## src/rtl/sbdp_pkg.sv

```systemverilog
// ----------------------------------------------------------------------------
// sbdp_pkg: shared types and constants
// Item layouts, fixed-point limits and the CORDIC angle table.
// ----------------------------------------------------------------------------
package sbdp_pkg;

  localparam int unsigned MaxSamples  = 65536;
  localparam int unsigned CntW        = 17;
  localparam int unsigned AccW        = 50;
  localparam int unsigned CordicSteps = 16;
  localparam int unsigned CordicCntW  = 5;
  localparam int unsigned CorW        = 34;
  localparam int unsigned TrigW       = 18;
  localparam int unsigned ProdW       = 34;
  localparam int unsigned DivW        = 51;
  localparam int unsigned DivCntW     = 6;
  localparam int unsigned RootSteps   = 32;
  localparam int unsigned RootCntW    = 5;
  localparam logic [CorW-1:0] GainQ30 = CorW'(652032874);

  typedef struct packed {
    logic [31:0]        sample_time;
    logic signed [15:0] sample_value;
    logic               last;
  } in_t;

  typedef struct packed {
    logic [47:0] power;
    logic [31:0] amplitude;
    logic        empty_frame;
  } out_t;

  function automatic logic [31:0] angle_turns(input logic [CordicCntW-1:0] idx);
    logic [31:0] a;
    unique case (idx)
      5'd0:    a = 32'd536870912;
      5'd1:    a = 32'd316933406;
      5'd2:    a = 32'd167458907;
      5'd3:    a = 32'd85004756;
      5'd4:    a = 32'd42667331;
      5'd5:    a = 32'd21354465;
      5'd6:    a = 32'd10679838;
      5'd7:    a = 32'd5340245;
      5'd8:    a = 32'd2670163;
      5'd9:    a = 32'd1335087;
      5'd10:   a = 32'd667544;
      5'd11:   a = 32'd333772;
      5'd12:   a = 32'd166886;
      5'd13:   a = 32'd83443;
      5'd14:   a = 32'd41721;
      5'd15:   a = 32'd20860;
      5'd16:   a = 32'd10430;
      5'd17:   a = 32'd5215;
      5'd18:   a = 32'd2607;
      5'd19:   a = 32'd1303;
      5'd20:   a = 32'd651;
      5'd21:   a = 32'd325;
      5'd22:   a = 32'd162;
      5'd23:   a = 32'd81;
      default: a = 32'd0;
    endcase
    return a;
  endfunction

endpackage

```

## src/rtl/sbdp_fifo.sv

```systemverilog
// ----------------------------------------------------------------------------
// sbdp_fifo: front queue
// Two-entry queue that takes input items and hands them to the back end.
// ----------------------------------------------------------------------------
module sbdp_fifo (
  input  logic          clk_i,
  input  logic          rst_ni,
  input  logic          push_i,
  input  sbdp_pkg::in_t push_data_i,
  output logic          full_o,
  input  logic          pop_i,
  output logic          empty_o,
  output sbdp_pkg::in_t pop_data_o
);
  import sbdp_pkg::*;

  in_t        mem_q [2];
  logic       wr_q, rd_q;
  logic [1:0] cnt_q;

  assign full_o     = cnt_q[1];
  assign empty_o    = (cnt_q == 2'd0);
  assign pop_data_o = mem_q[rd_q];

  always_ff @(posedge clk_i) begin
    if (push_i) begin
      mem_q[wr_q] <= push_data_i;
    end
  end

  always_ff @(posedge clk_i or negedge rst_ni) begin
    if (!rst_ni) begin
      wr_q  <= 1'b0;
      rd_q  <= 1'b0;
      cnt_q <= 2'd0;
    end else begin
      if (push_i) wr_q <= ~wr_q;
      if (pop_i)  rd_q <= ~rd_q;
      if (push_i && !pop_i) begin
        cnt_q <= cnt_q + 2'd1;
      end else if (pop_i && !push_i) begin
        cnt_q <= cnt_q - 2'd1;
      end
    end
  end

endmodule

```

## config.mk

```make
export PLATFORM = sky130hd
export DESIGN_NAME = sbdp_fifo
export DESIGN_NICKNAME = d
export VERILOG_FILES = /design/src/rtl/sbdp_pkg.sv /design/src/rtl/sbdp_fifo.sv
export SDC_FILE = /design/constraint.sdc
export NUM_CORES = 1
export LEC_CHECK = 0
export ABC_AREA = 1
export BUFFER_PORTS_ARGS = -buffer_cell sky130_fd_sc_hd__buf_2
export CORE_UTILIZATION = 30
export CTS_BUF_LIST = sky130_fd_sc_hd__clkbuf_8 sky130_fd_sc_hd__clkbuf_16
export CTS_CLUSTER_DIAMETER = 30
export DETAILED_ROUTE_END_ITERATION = 6
export HOLD_SLACK_MARGIN = 0.15
export SYNTH_ARGS = -nofsm -noshare
export SYNTH_HDL_FRONTEND = slang
export SYNTH_SLANG_ARGS = --single-unit
```

## constraint.sdc

```tcl
create_clock -name clk_i -period 3.4 [get_ports clk_i]
set_input_delay 0.51 -clock clk_i [delete_from_list [all_inputs] [get_ports clk_i]]
set_output_delay 0.51 -clock clk_i [all_outputs]
set_load 0.05 [all_outputs]
```

After elaboration in Yosys (flattened, before gate mapping). Memories as Yosys holds them, arrays and structs flattened. Index checks and enable logic that the tools add are counted.

Multiplexer cells: 4. Add/sub/neg operators: 2. Reductions and logical operators: 6. Bitwise gates (word level): 2.

Operator list (count): $mux W2 (2); $add A2 B1 Y2 const B (1); $logic_and A1 B1 Y1 (2); $logic_not A1 Y1 (2); $logic_not A2 Y1 (1); $mux W1 (2); $not A1 Y1 (2); $reduce_bool A2 Y1 (1); $sub A2 B1 Y2 const B (1).

Input port bits: 53. Flip-flop bits (word level): 4. Output and inout port bits: 51. Memories: 1. Memory bits (writable): 98.

Memory list: mem_q (words 2, bits a word 49, read ports 1, clocked after Yosys merged registers in 0, write ports 1, RTL line sbdp_fifo.sv:17) `in_t mem_q [2];`.

Longest topological paths before layout.
Word-level depth: 4. Depth in mapped cells: 7. Gate-level depth less buffers: 7.

Worst setup path after synthesis. No wires, ideal clock.

Path type: input port to flip-flop. From: in push_i. To: mem mem_q[0][0] (netlist name), enable pin. Stages: 2. Required time: 2.943 ns. Library setup time: 0.457 ns. Arrival time: 2.608 ns. Path slack: 0.335 ns. Path through: inv_1 nor2_1.

Cells in the longest elaborated chain, start to end: 2.

RTL lines: from (decl) (RTL line sbdp_fifo.sv:8) `input logic push_i,`; $mux W1 (RTL line sbdp_fifo.sv:26) `if (push_i) begin`; $mux W1 (not written as such) (RTL line sbdp_fifo.sv:27) `mem_q[wr_q] <= push_data_i;`; to (decl) (RTL line sbdp_fifo.sv:17).

Every way passes these cells.

==> results.txt <==
* Net switching power of the design: between 0.0015 and 0.002 W
* Static leakage power: roughly 2 nW
* Setup repair bufs after CTS: 0
- For this run, the detailed router's first-pass iteration total came to 4.
- CTS sink count: approximately 100
* Number of global-route vias before repair: roughly 2100
- Final cell area excluding filler cells: 4900 sq um
- Quantity of I/O buffers inserted on ports: ~100
* Number of pins with negative max-slew slack in the final report: 0
- Final WS setup: 0.883 ns
- Max Fanout on Critical Path: 50
- Area used by multi-input combinational logic: just over 800 sq um
* Post-synthesis sequential area ratio: 76.2%
* Setup total negative slack: 0 ns
* Final HPWL DP: 4500 um
* Area contributors post-synth: edfxtp_1 (74%), mux2_4 (18%), buf_12 (2.5%)
- Final layout net count: ~340
* Post-synth net total: ~230
- The cell area that synthesis handed to floorplanning was between 3000 and 4000 sq um.
* Core ar.: between 10000 and 15000 sq um
- Layout cells sized above 1: approximately 57%
* Worst slew slack as a fraction of its limit: approximately 36%
* I/O pin count: 104
- Overall power after layout: between 0.004 and 0.005 W
- #FFs+latches synth: slightly above 100
- The congestion estimate from routability-driven global placement came to approximately 0.63.
* Gate power share: 40.6%
- Syn_area_per_cell: approximately 23 sq um
- CP Launch Type: flip-flop
- Final Skew: between 0.004 and 0.005 ns
- Clock-pin slew was measured on the worst setup and hold paths at approximately 0.06 ns.
- The worst path needs around 2.5 ns of the cycle, external delays included.
- Setup violations remaining at the end of the flow were counted as 0.
- Instance count after placement with tap cells included: between 400 and 500
- The worst setup path is captured at a primary output.
* Internal Pwr Total: approximately 0.0028 W
* H-Tree Depth: 3
* Number of DRC violations after detailed routing: 0
- The clock network is responsible for 18.6% of the overall power.
- Number of DRC markers after the initial detailed-route iteration: 90
- Global routing used 10.5% of the available tracks across all layers.
- The initial antenna violation count came to 0.
- Library cell occupying the most area in the post-synthesis netlist: edfxtp_1
- Die footprint: 13800 sq um
- Entering global routing, the biggest net connects 51 pins.
- From synthesis to final layout, the design area changed by 22.8%.
* Clock buffer count from CTS: 9
- Worst-margin pin slew: ~0.96 ns
- The detailed router placed just under 2000 vias in this run.
- The worst-case IR drop observed on VDD is 0.684 mV.
- At the worst endpoint, the arrival time is between 2 and 2.5 ns.
* CTS root buffer: clkbuf_16
* Buffer depth of the longest clock path: 2
- Gate count after technology mapping: about 180
- Final hold violation count: 0
- Number of resized instances in the post-cts repair step: 0
- The first global-routing pass estimated ~11000 um of wire.
* Number of distinct library cells after synthesis: 13
- Post-Place Setup Slack: between 1 and 1.5 ns
* Sequential standard cell area: 3050 sq um
* Starting density of the core: 31.3%
- Of the total power, the share spent switching nets is between 40% and 50%.
* Drt via density: slightly above 4
- For the worst-skew pair, the clock arrives at the later sink with an insertion delay of about 0.34 ns.
- Warnings from Yosys: 0
* Die outline width: 117 um
- The detail route stage leaves a number of antenna-violating nets equal to 0.
- In the final routed layout, each cell accounts on average for 14.5 um.
- The worst hold path belongs to the class in2reg.
- The critical path in this run is classified as reg2out.
- Die Y-Extent: 117 um
- Unrepaired setup endpoints after global routing: false
- Overflow after GRT: 0
- The flow ran to the end, and the final reports show no timing, DRC or antenna violations.
- ANT cells: 0
- Fin crit share: between 70% and 80%
* Top cell type's share of synthesized area: around three quarters
* Power density relative to cell area: ~950 nW/um^2
* # rows: ~40
- TritonCTS clock tree: done
- For this block, the routed nets add up to 6750 um of wire.
- In this run, flip-flops and latches consume 40.8% of the power.
- Final Non-Filler Cells: between 400 and 500
* Placement Cell Area: approximately 4600 sq um
* Fill cell total of the finished layout: about 1200
- At the worst endpoint, the required time is about 2.9 ns.
- Max-cap check violation count: 0
* Highest achievable clock rate: around 0.40 GHz
[Yosys cell counts, drive strengths merged]
cell type,n
xor2,2
dfrtp,4
buf,6
xnor2,1
inv,7
nor2,2
nand2,5
nand3,1
edfxtp,98
nand4,1
ha,1
mux2,49
[cell usage in the layout (no fill, tap or decap)]
cell and count:
buf_2 103, buf_4 3, clkbuf_16 9, clkinv_1 2
clkinv_2 1, dfrtp_1 3, dfrtp_4 1, dlygate4sd3_1 1
edfxtp_1 98, ha_1 1, inv_1 9, inv_2 1
mux2_4 49, nand2_1 5, nand3_1 1, nand4_1 1
nor2_1 1, nor2_4 1, xnor2_1 1, xor2_1 2
[final timing paths]
| check | startpoint | end | slack [ns] | cells after the start |
|---|---|---|---|---|
| min in group asynchronous | rst_ni | cnt_q[1] | 0.49 | 2 |
| min reg2reg | cnt_q[0] | cnt_q[0] | 0.54 | 1 |
| max in group asynchronous | rst_ni | rd_q | 2.77 | 2 |
| max reg2reg | wr_q | mem_q[1][19] | 1.65 | 3 |
| min | pop_i | rd_q | 0.35 | 2 |
| max | rd_q | pop_data_o[1] | 0.88 | 2 |
[registers in the layout, summed over array words and instances (netlist names)]
| signal | count |
|---|---|
| wr_q | 1 |
| rd_q | 1 |
| mem_q | 98 |
| cnt_q | 2 |
[power by group through the flow]
stage | Sequential, W | Combinational, W | Clock (W)
final | 0.00191 | 0.00190 | 0.000873
after global routing | 0.00194 | 0.00198 | 0.000967
after CTS | 0.00192 | 0.00193 | 0.000919
after detailed placement | 0.00195 | 0.00193 | 0
after global placement | 0.00193 | 0.00191 | 0
after floorplan | 0.00178 | 0.00181 | 0
[repair_timing]
item,4_1_cts,5_1_grt
endpoints found under the setup margin,0,0
endpoints found under the hold margin,4,0
hold buffers,1,0
[final cells by class]
cell class	count	area share (%)
tap	172	4.39
sequential	102	62.1
clock inverter	6	0.485
inverter	7	0.536
timing repair buffer	107	11.2
clock buffer	9	4.59
multi-input combinational	62	16.7
[cell families (layout without fill, tap and decap cells)]
group                    after synthesis  after routing  synth area share (%)
XOR/XNOR                               3              3                 0.658
flip-flops                           102            102                  76.2
AND/OR/NAND/NOR                        9              9                 0.940
buffers and inverters                 13            129                  3.45
multiplexers                          49             49                  18.4
adder cells (fa/ha/maj)                1              1                 0.313
[metal layers]
metal  vias to the layer above  GRT usage, %  part of all wire, %
met5                         -             0                    0
met2                        68          17.2                   50
met1                       946          11.6                   42
li1                        901             -                    -
met3                        12          3.45                  5.6
met4                         0          6.82                  2.8
[worst max-delay path: stages, from the launching register on]
cell,delay (ns)
dfrtp_4,1.06
mux2_4,0.35
buf_2,0.21
[through the flow]
stage / util (%) / hold slack [ns]
after floorplan: - / 0.214
after CTS: 38.4 / 0.332
final: 38.4 / 0.352
after detailed placement: 36.4 / 0.324
after global placement: 36.4 / 0.323
after global routing: 38.4 / 0.337
(Power assumes the default switching activity.)
